[src/sv/dkss_pkg.sv]
// ----------------------------------------------------------------------------
// dkss_pkg
// Shared types and constants for the decimal key shard selector.
// ----------------------------------------------------------------------------
package dkss_pkg;

    localparam int ENTRY_COUNT = 16;
    localparam int MATCH_BITS  = 16;
    localparam int REG_COUNT   = 8;
    localparam int REG_IDX_W   = 3;
    localparam int IDX_W       = 4;
    localparam int KEY_W       = 64;
    localparam int KEY_LOW_W   = 16;
    localparam int CH_W        = 8;

    typedef enum logic [1:0] {
        STATUS_MATCH    = 2'd0,
        STATUS_NO_DIGIT = 2'd1,
        STATUS_NO_MATCH = 2'd2
    } status_t;

    typedef logic [REG_COUNT-1:0][63:0] entry_regs_t;

    // entry i: value i, mask 0x0f
    localparam entry_regs_t ENTRY_RESET = {
        64'h000F_000F_000F_000E,
        64'h000F_000D_000F_000C,
        64'h000F_000B_000F_000A,
        64'h000F_0009_000F_0008,
        64'h000F_0007_000F_0006,
        64'h000F_0005_000F_0004,
        64'h000F_0003_000F_0002,
        64'h000F_0001_000F_0000
    };

    typedef struct packed {
        logic                 has_digit;
        logic [KEY_LOW_W-1:0] key_low;
    } key_info_t;

endpackage

[src/sv/dkss_parse.sv]
// ----------------------------------------------------------------------------
// dkss_parse
// Byte-wise decimal parser with saturating 64-bit accumulator.
// ----------------------------------------------------------------------------
module dkss_parse (
    input  logic                     clk,
    input  logic                     rst_n,
    input  logic                     accept,
    input  logic [dkss_pkg::CH_W-1:0] ch,
    input  logic                     last,
    output dkss_pkg::key_info_t      info
);

    typedef enum logic [2:0] {
        PH_SEEK = 3'b001,
        PH_RUN  = 3'b010,
        PH_DONE = 3'b100
    } phase_t;

    phase_t                       phase_reg, phase_next;
    logic [dkss_pkg::KEY_W-1:0]   acc_reg, acc_next;
    logic                         ovf_reg, ovf_next;

    phase_t                       phase_after;
    logic [dkss_pkg::KEY_W-1:0]   acc_after;
    logic                         ovf_after;
    logic                         is_digit;
    logic                         feed;
    logic [dkss_pkg::KEY_W+3:0]   prod;

    assign is_digit = (ch >= 8'h30) && (ch <= 8'h39);

    // acc * 10 + digit, four guard bits catch the carry out
    assign prod = ({4'b0, acc_reg} << 3) + ({4'b0, acc_reg} << 1)
                + {{(dkss_pkg::KEY_W){1'b0}}, ch[3:0]};

    always_comb
    begin
        phase_after = phase_reg;
        feed        = 1'b0;
        unique case (phase_reg)
            PH_SEEK:
            begin
                if (is_digit)
                begin
                    phase_after = PH_RUN;
                    feed        = 1'b1;
                end
            end
            PH_RUN:
            begin
                if (is_digit)
                    feed = 1'b1;
                else
                    phase_after = PH_DONE;
            end
            PH_DONE: phase_after = PH_DONE;
            default: phase_after = PH_DONE;
        endcase
    end

    always_comb
    begin
        acc_after = acc_reg;
        ovf_after = ovf_reg;
        if (feed)
        begin
            if (ovf_reg || (|prod[dkss_pkg::KEY_W+3:dkss_pkg::KEY_W]))
            begin
                acc_after = '1;
                ovf_after = 1'b1;
            end
            else
                acc_after = prod[dkss_pkg::KEY_W-1:0];
        end
    end

    always_comb
    begin
        phase_next = phase_reg;
        acc_next   = acc_reg;
        ovf_next   = ovf_reg;
        if (accept)
        begin
            if (last)
            begin
                phase_next = PH_SEEK;
                acc_next   = '0;
                ovf_next   = 1'b0;
            end
            else
            begin
                phase_next = phase_after;
                acc_next   = acc_after;
                ovf_next   = ovf_after;
            end
        end
    end

    always_ff @(posedge clk or negedge rst_n)
    begin
        if (!rst_n)
        begin
            phase_reg <= PH_SEEK;
            acc_reg   <= '0;
            ovf_reg   <= 1'b0;
        end
        else
        begin
            phase_reg <= phase_next;
            acc_reg   <= acc_next;
            ovf_reg   <= ovf_next;
        end
    end

    assign info.has_digit = (phase_after != PH_SEEK);
    assign info.key_low   = acc_after[dkss_pkg::KEY_LOW_W-1:0];

    a_clear_after_last: assert property (@(posedge clk) disable iff (!rst_n)
        accept && last |=> phase_reg == PH_SEEK && acc_reg == '0 && !ovf_reg)
        else $error("parser not cleared after last byte");

    a_saturated: assert property (@(posedge clk) disable iff (!rst_n)
        ovf_reg |-> acc_reg == {dkss_pkg::KEY_W{1'b1}})
        else $error("overflowed key not saturated");

endmodule

[src/sv/dkss_match.sv]
// ----------------------------------------------------------------------------
// dkss_match
// Parallel masked compare of the key against all entries, first hit wins.
// ----------------------------------------------------------------------------
module dkss_match (
    input  logic [dkss_pkg::KEY_LOW_W-1:0] key_low,
    input  dkss_pkg::entry_regs_t          entries,
    output logic                           hit,
    output logic [dkss_pkg::IDX_W-1:0]     index
);

    localparam logic [15:0] SEL = 16'((32'h1 << dkss_pkg::MATCH_BITS) - 1);

    logic [15:0] val [dkss_pkg::ENTRY_COUNT];
    logic [15:0] msk [dkss_pkg::ENTRY_COUNT];

    for (genvar g = 0; g < dkss_pkg::ENTRY_COUNT; g++)
    begin : g_entry
        assign val[g] = entries[g >> 1][(g & 1) * 32 +: 16] & SEL;
        assign msk[g] = entries[g >> 1][(g & 1) * 32 + 16 +: 16] & SEL;
    end

    always_comb
    begin
        hit   = 1'b0;
        index = '0;
        for (int i = dkss_pkg::ENTRY_COUNT - 1; i >= 0; i--)
        begin
            if ((key_low & msk[i]) == val[i])
            begin
                hit   = 1'b1;
                index = dkss_pkg::IDX_W'(i);
            end
        end
    end

endmodule

[src/sv/decimal_key_shard_selector.sv]
// ----------------------------------------------------------------------------
// decimal_key_shard_selector
// Parses a decimal key from a byte stream and selects the first table entry
// whose masked key bits match.
// ----------------------------------------------------------------------------
// Throughput: one byte per cycle unless a stalled result drops s_tready;
//   the shift-add parser folds in each accepted byte. The accepted tlast
//   byte loads the snapshot register, then the compare loads the output register.
// Reset: parser returns to seeking, pipeline empties, table regs take the
//   default entries (entry i = value i, mask 0x0f).
// ----------------------------------------------------------------------------
module decimal_key_shard_selector (
    input  logic                              clk,
    input  logic                              rst_n,
    // configuration
    input  logic                              cfg_we,
    input  logic [dkss_pkg::REG_IDX_W-1:0]    cfg_index,
    input  logic [63:0]                       cfg_data,
    // input stream
    input  logic                              s_tvalid,
    output logic                              s_tready,
    input  logic [7:0]                        s_tdata,   // [7:0] ch
    input  logic                              s_tlast,
    // result stream
    output logic                              m_tvalid,
    input  logic                              m_tready,
    output logic [23:0]                       m_tdata    // [1:0] status, [5:2] entry_index,
                                                         // [21:6] key_low, [23:22] zero
);

    dkss_pkg::entry_regs_t                cfg_reg;
    dkss_pkg::key_info_t                  info;
    dkss_pkg::key_info_t                  snap_reg;
    logic                                 snap_valid_reg;
    logic                                 out_valid_reg;
    dkss_pkg::status_t                    status_reg;
    logic [dkss_pkg::IDX_W-1:0]           index_reg;
    logic [dkss_pkg::KEY_LOW_W-1:0]       key_low_reg;
    logic                                 accept;
    logic                                 out_adv;
    logic                                 snap_adv;
    logic                                 hit;
    logic [dkss_pkg::IDX_W-1:0]           hit_index;

    assign out_adv  = !out_valid_reg || m_tready;
    assign snap_adv = !snap_valid_reg || out_adv;
    assign s_tready = snap_adv;
    assign accept   = s_tvalid && s_tready;

    always_ff @(posedge clk or negedge rst_n)
    begin
        if (!rst_n)
            cfg_reg <= dkss_pkg::ENTRY_RESET;
        else if (cfg_we)
            cfg_reg[cfg_index] <= cfg_data;
    end

    dkss_parse u_parse (
        .clk    (clk),
        .rst_n  (rst_n),
        .accept (accept),
        .ch     (s_tdata),
        .last   (s_tlast),
        .info   (info)
    );

    always_ff @(posedge clk or negedge rst_n)
    begin
        if (!rst_n)
            snap_valid_reg <= 1'b0;
        else if (snap_adv)
            snap_valid_reg <= accept && s_tlast;
    end

    always_ff @(posedge clk)
    begin
        if (accept && s_tlast)
            snap_reg <= info;
    end

    dkss_match u_match (
        .key_low (snap_reg.key_low),
        .entries (cfg_reg),
        .hit     (hit),
        .index   (hit_index)
    );

    always_ff @(posedge clk or negedge rst_n)
    begin
        if (!rst_n)
            out_valid_reg <= 1'b0;
        else if (out_adv)
            out_valid_reg <= snap_valid_reg;
    end

    always_ff @(posedge clk)
    begin
        if (out_adv && snap_valid_reg)
        begin
            if (!snap_reg.has_digit)
            begin
                status_reg  <= dkss_pkg::STATUS_NO_DIGIT;
                index_reg   <= '0;
                key_low_reg <= '0;
            end
            else
            begin
                status_reg  <= hit ? dkss_pkg::STATUS_MATCH : dkss_pkg::STATUS_NO_MATCH;
                index_reg   <= hit ? hit_index : '0;
                key_low_reg <= snap_reg.key_low;
            end
        end
    end

    assign m_tvalid = out_valid_reg;
    assign m_tdata  = {2'b00, key_low_reg, index_reg, status_reg};

    a_no_digit_zero: assert property (@(posedge clk) disable iff (!rst_n)
        out_valid_reg && status_reg == dkss_pkg::STATUS_NO_DIGIT
            |-> key_low_reg == '0 && index_reg == '0)
        else $error("no-digit result carries non-zero fields");

    a_no_match_index: assert property (@(posedge clk) disable iff (!rst_n)
        out_valid_reg && status_reg == dkss_pkg::STATUS_NO_MATCH |-> index_reg == '0)
        else $error("no-match result carries an index");

    a_snap_held: assert property (@(posedge clk) disable iff (!rst_n)
        snap_valid_reg && !out_adv |=> snap_valid_reg && $stable(snap_reg))
        else $error("snapshot lost while output stalled");

endmodule
[config.mk]
export PLATFORM = sky130hd
export DESIGN_NAME = decimal_key_shard_selector
export DESIGN_NICKNAME = d
export VERILOG_FILES = /design/src/sv/dkss_pkg.sv /design/src/sv/dkss_parse.sv /design/src/sv/dkss_match.sv /design/src/sv/decimal_key_shard_selector.sv
export SDC_FILE = /design/constraint.sdc
export NUM_CORES = 1
export LEC_CHECK = 0
export BUFFER_PORTS_ARGS = -buffer_cell sky130_fd_sc_hd__buf_2
export CORE_UTILIZATION = 66
export DETAILED_ROUTE_END_ITERATION = 8
export HOLD_SLACK_MARGIN = 0.15
export PLACE_DENSITY = 0.88
export SYNTH_ARGS = -nofsm -noshare
export SYNTH_HDL_FRONTEND = slang
export SYNTH_HIERARCHICAL = 1
export SYNTH_SLANG_ARGS = --single-unit
[constraint.sdc]
create_clock -name clk -period 7.5 [get_ports clk]
set_input_delay 0.75 -clock clk [delete_from_list [all_inputs] [get_ports clk]]
set_output_delay 0.75 -clock clk [all_outputs]
set_load 0.005 [all_outputs]
# Word level (Yosys, flattened, before mapping)
# Cells that the tools add are included.
# classes
bitwise	18
add_sub_neg	2
n_eq_ne	19
muxes	47
order_cmp	4
n_reduce_logical	20
# op_table
op	count
512-bit bitwise mux	1
16-bit bitwise AND	16
16-bit == test	16
64-bit two-way mux	4
64-bit demux with 3-bit select	1
67-bit by 65-bit adder with 68-bit output	1
68-bit by 4-bit adder with 68-bit output	1
4-bit two-way mux	8
1-bit two-way mux	22
3-bit two-way mux	7
10-bit OR reduction	1
8-bit by 6-bit >= comparator with 1-bit output (second input constant)	1
8-bit by 6-bit <= comparator with 1-bit output (second input constant)	1
4-bit OR reduction	2
2-bit two-way mux	3
3-bit case mux with 2 select lines	1
6-bit OR reduction	1
1-bit logical AND	5
3-bit by 4-bit less-than comparator with 1-bit output (second input constant)	1
2-bit nonzero test	2
3-bit by 1-bit == test with 1-bit output (second input constant)	1
3-bit by 2-bit == test with 1-bit output (second input constant)	1
3-bit by 1-bit >= comparator with 1-bit output (second input constant)	1
1-bit logical OR	3
other kinds (7)	9
# word_totals
out_inout_bits	26
in_bits	81
word_cells	132
reg_bits	621

# Longest topological paths before layout
# logic_depth
word_depth	20
depth_mapped	15
mapped_depth_nobuf	13

# Cells and area by module
# The synthesis kept the hierarchy.
# modules_own_cells
mod	area_each_um2	cells_per_inst	instances	seq_area_each_um2
decimal_key_shard_selector	20723.6	1163	1	14153.6
dkss_parse	8034.0	1025	1	1702.9
dkss_match	4276.6	657	1	0.0

# Least setup slack after synthesis
# OpenSTA, ideal clock, no wires.
# synth_timing
path_kind	input to register
startpoint	input port s_tdata[3]
endpoint	register snap_reg[10] in the netlist's numbering, data pin
path_slack_ns	3.297
setup_ns	0.285
n_path_buf	2
path_stages	15
arrival_time_ns	3.918
cell_sequence	inv_1 -> fa_1 -> inv_1 -> ha_1 -> a21o_1 -> and4_1 -> o21ai_0 -> a211oi_1 -> or2_1 -> buf_2 -> a2111oi_1 -> a311oi_2 -> nor3_2 -> buf_6 -> a31oi_2
# synth_rtl
element	line_no	source
from (decl)	decimal_key_shard_selector.sv:22	input logic [7:0] s_tdata,
to (signal assigned)	decimal_key_shard_selector.sv:78	snap_reg <= info;
to (decl)	decimal_key_shard_selector.sv:33	dkss_pkg::key_info_t snap_reg;

# Worst setup path in the final report
# layout_timing
startpoint	register u_parse/acc_reg[1] in the netlist's numbering
endpoint	register u_parse/acc_reg[59] in the netlist's numbering
# layout_between
elab_chain_cells	7
# layout_lines
element	line_no	source
from (decl)	dkss_parse.sv:21	logic [dkss_pkg::KEY_W-1:0] acc_reg, acc_next;
from (signal assigned)	dkss_parse.sv:111	acc_reg <= acc_next;
67-bit by 65-bit adder with 68-bit output (*)	dkss_parse.sv:34	assign prod = ({4'b0, acc_reg} << 3) + ({4'b0, acc_reg} << 1)
68-bit by 4-bit adder with 68-bit output (*)	dkss_parse.sv:35	+ {{(dkss_pkg::KEY_W){1'b0}}, ch[3:0]};
4-bit OR reduction	dkss_parse.sv:68	if (ovf_reg || (|prod[dkss_pkg::KEY_W+3:dkss_pkg::KEY_W]))
1-bit logical OR	dkss_parse.sv:68	
64-bit two-way mux (*)	dkss_parse.sv:68	
64-bit two-way mux (*)	dkss_parse.sv:66	if (feed)
64-bit two-way mux (*)	dkss_parse.sv:85	if (last)
# Mark *: on every way between the ends. The rest lies on a longest branch, timed or not. The select of a mux whose other input is x is not followed.
# A chain may end at the register's enable or synchronous reset.

==> impl_summary.log <==
INFO  metric crit_fanout = 26
INFO  metric fmax = 201 MHz
INFO  metric crit_type = flip-flop to flip-flop
INFO  metric drv.max_cap_violation_count = 0
INFO  metric yosys.area_share.xor_xnor = 8.22%
INFO  metric htree_num_levels = 2
INFO  metric synth_simple_gate_area_share = 10.9%
INFO  metric synthDominantAreaCellType = sky130_fd_sc_hd__dfrtp_1
INFO  metric crit-reg2reg-launch = u_parse/acc_reg[1]$_DFFE_PN0P_
INFO  metric grt_usage = 35.4%
INFO  metric synth_area_per_cell = 11.6 um^2
INFO  metric cts_tree = yes
INFO  metric tightest_pin_transition = between 1 and 1.5 ns
INFO  metric final.setup_skew = approximately 0.034 ns
INFO  metric cp_cell_sequence = ha_1 > ha_1 > inv_1 > fa_1 > nor2b_1 > o211ai_1 > a21oi_1 > a31o_2 > o21ai_0 > a211oi_1 > a2bb2oi_4 > buf_4 > o31ai_4 > buf_4 > o311ai_0
INFO  metric antenna_left = 0
INFO  metric cts_buffer_depth = 3
INFO  metric ys_top_cells_by_count = sky130_fd_sc_hd__dfrtp_1 (485), sky130_fd_sc_hd__nand2_1 (409), sky130_fd_sc_hd__mux2_2 (330)
INFO  metric cts_made_buffers = 61
INFO  metric multi_input_comb_area = 0.0161 mm^2
INFO  metric fill_cells = between 3000 and 4000
INFO  metric ys.warnings.count = 6
INFO  metric io_buffer_count = around 100
INFO  metric final_hold_viol_count = 0
INFO  metric critical_path_s_top_delay_family = compound AO/OA/AOI/OAI gates
INFO  metric clkSinkCount = 621
INFO  metric worst_hold_path_type = input pin to flip-flop
INFO  metric timing.final.crit_share = 66.2%
INFO  metric drt-total-wl = 88.5 mm
INFO  metric register_to_register_path_depth = 15
INFO  metric synth_ff_type = sky130_fd_sc_hd__dfrtp_1
INFO  metric relSlewSlack = approximately 15%
INFO  metric worst_r2r_endpoint = u_parse/acc_reg[59]$_DFFE_PN0P_
INFO  metric synth_top_family_by_area = multiplexers
INFO  metric grt_setup_unrepaired = no
INFO  metric pin_count = 107
INFO  metric dr.pass1.iters = 7
INFO  metric place.detailed.instances = around 3500
INFO  metric post_cts.resized_instances = 0
INFO  metric clk_pin_slew = 0.06 ns
INFO  metric num_vias = 23300
INFO  metric post_route_cells_drive_above_1_share = 24.0%
INFO  metric synth-async-reset-ratio = 93.7%
INFO  metric dp.final_hpwl = 58.2 mm
INFO  metric fin_tns_setup = 0 ns
INFO  metric clockRootBuffer = sky130_fd_sc_hd__clkbuf_16
INFO  metric floorplan.initialDensity = 67.2%
INFO  metric viasPerCell = 6.45
INFO  metric mappedNetlistArea = 0.0330 mm^2
INFO  metric die_area = 0.0509 mm^2
INFO  metric floorplan.die.height = about 230 um
INFO  metric synth.ff_latch_count = 621
INFO  metric max-vdd-ir-drop = 0.000182 V
INFO  metric register_cell_area_after_layout = 0.0159 mm^2
INFO  metric crit_path_top_delay_cell = sky130_fd_sc_hd__o31ai_4
INFO  metric standby_leakage_power = ~16 nW
INFO  metric timing_max_transition_violations_final = 0
INFO  metric synth_sequential_area_ratio = 48.0%
INFO  metric grt_remaining_overflow = 0
INFO  metric slowest_stage_delay_on_critical_path = 0.74 ns
INFO  metric stdcell_count = 3614
INFO  metric cp.arrival = 5.44 ns
INFO  metric synth_compound_area_share = 6.74%
INFO  metric hold-path-endpoint = snap_valid_reg$_DFFE_PN0P_
INFO  metric avgRoutedWirePerCell = about 24 um
INFO  metric core_area = 0.0492 mm^2
INFO  metric drc_violations_left = 0
INFO  metric yosysMostFrequentCell = sky130_fd_sc_hd__dfrtp_1
INFO  metric post_layout_minimum_cycle_time = 4.97 ns
INFO  metric row_count = 81
INFO  metric setup_viol = 0
INFO  metric critical_path.n_buffers_inverters = 3
INFO  metric hold_path.startpoint = s_tvalid
INFO  metric grt_pass1_wl = between 100 and 150 mm
INFO  metric hold_depth = 3
INFO  metric critPathLaunchType = flip-flop
INFO  metric worst-endpoint-required = 7.97 ns
INFO  metric yosys.area_share.adder = 4.93%
INFO  metric timing.critical_path.from = u_parse/acc_reg[1]$_DFFE_PN0P_
INFO  metric finalWeightedCongestion = roughly 1
INFO  metric largest_register_ffs = 512
INFO  metric synthTopCellsByArea = sky130_fd_sc_hd__dfrtp_1 (37%), sky130_fd_sc_hd__mux2_2 (11%), sky130_fd_sc_hd__dfstp_2 (7.7%), sky130_fd_sc_hd__xor2_1 (7.0%), sky130_fd_sc_hd__mux2_1 (6.3%)
INFO  metric floorplan.die.width = 226 um
INFO  metric synthMuxAreaShare = 17.6%
INFO  metric power.density = 256 mW/mm^2
INFO  metric post_cts_buffers = 0
INFO  metric grt_start_max_net_pins = 190
INFO  metric ys_types = 84
INFO  metric nets = around 3100
INFO  metric drt_iter0_markers = 2118
INFO  metric first_global_vias = 24300
INFO  metric status = finished clean
INFO  metric area.growth.synth_to_final = 8.23%
INFO  metric synth_largest_type_area_fraction = 36.7%
INFO  metric setup.worst_path.end_class = flip-flop
INFO  metric post_cts_hold_buffer_count = 1
INFO  metric synth_enable_flop_cells = 39
INFO  metric grt_antenna_before_repair = 8
INFO  metric regToRegSetupSlack = 2.53 ns
INFO  metric clock_insertion_delay_worst_skew = 0.66 ns
INFO  metric synthesis.instances = roughly 2800
-- cell usage in the layout (no fill, tap or decap), types with 38 or more instances in the layout --
cell type / synthesis / layout
sky130_fd_sc_hd__nand2_1: 409 / 409
sky130_fd_sc_hd__a21oi_1: 95 / 95
sky130_fd_sc_hd__ha_1: 127 / 127
sky130_fd_sc_hd__nor4_1: 38 / 38
sky130_fd_sc_hd__nand4_1: 83 / 83
sky130_fd_sc_hd__o21ai_0: 74 / 73
sky130_fd_sc_hd__dfrtp_1: 485 / 485
sky130_fd_sc_hd__nor2_1: 77 / 77
sky130_fd_sc_hd__mux2_1: 185 / 185
sky130_fd_sc_hd__edfxtp_1: 39 / 39
sky130_fd_sc_hd__mux2_2: 330 / 330
sky130_fd_sc_hd__buf_2: 46 / 103
sky130_fd_sc_hd__xor2_1: 265 / 265
sky130_fd_sc_hd__clkbuf_16: 0 / 63
sky130_fd_sc_hd__dfstp_2: 97 / 97
sky130_fd_sc_hd__o211ai_1: 43 / 43
sky130_fd_sc_hd__xnor2_1: 43 / 43
-- worst max path at each step --
stage | slack, ns | depth (start not counted) | to
5_1_grt | 2.20 | 15 | u_parse/acc_reg[59]$_DFFE_PN0P_
3_3_place_gp | 2.24 | 15 | u_parse/acc_reg[59]$_DFFE_PN0P_
2_1_floorplan | 3.30 | 15 | snap_reg[10]$_DFFE_PP_
3_5_place_dp | 2.15 | 15 | u_parse/acc_reg[59]$_DFFE_PN0P_
4_1_cts | 2.58 | 14 | u_parse/acc_reg[59]$_DFFE_PN0P_
6_report | 2.53 | 15 | u_parse/acc_reg[59]$_DFFE_PN0P_
-- layer usage --
layer | global-route usage [%] | part of all wire [%] | up-vias
li1 | - | - | 10200
met1 | 43.7 | 38 | 11800
met2 | 59.8 | 49 | 1023
met3 | 6.83 | 7.5 | 276
met4 | 17.2 | 5.2 | 4
met5 | 0 | 0.031 | -
-- report_power, final --
group          internal, mW  switching (mW)
Clock                  1.82            1.36
Sequential             4.09           0.429
Combinational         0.692           0.771
-- cell families after synthesis --
logic type | after synthesis
AND/OR/NAND/NOR | 754
flip-flops | 621
multiplexers | 518
AO/OA/AOI/OAI | 339
XOR/XNOR | 309
buffers and inverters | 174
adder cells (fa/ha/maj) | 129
other | 1
-- per-stage QoR --
step                      hold slack [ns]  worst slack, ns  util, %  total power, mW  area, um^2
after floorplan                     0.449             3.30        -             5.40       33000
after global placement              0.467             2.24     68.4             5.78       33600
after detailed placement            0.475             2.15     68.4             5.93       33600
after CTS                           0.328             2.58     72.7             9.16       35700
after global routing                0.344             2.20     72.7             9.46       35800
final                               0.343             2.53     72.7             9.17       35800
-- final cells by class --
type	instances	area share (%)
flip-flops and latches	621	44.3
multi-input cells	2051	45.0
clock inverters	21	0.686
diodes	5	0.0350
well taps	664	2.32
repair buffers	130	2.11
inverters	27	0.283
clock buffers	95	5.22
-- worst min-delay path: cells and delay by family --
family,cells,cell delay (ns)
AND/OR/NAND/NOR,2,0.12
buffers and inverters,1,0.09
No activity file was read; power rests on OpenSTA's default activity.
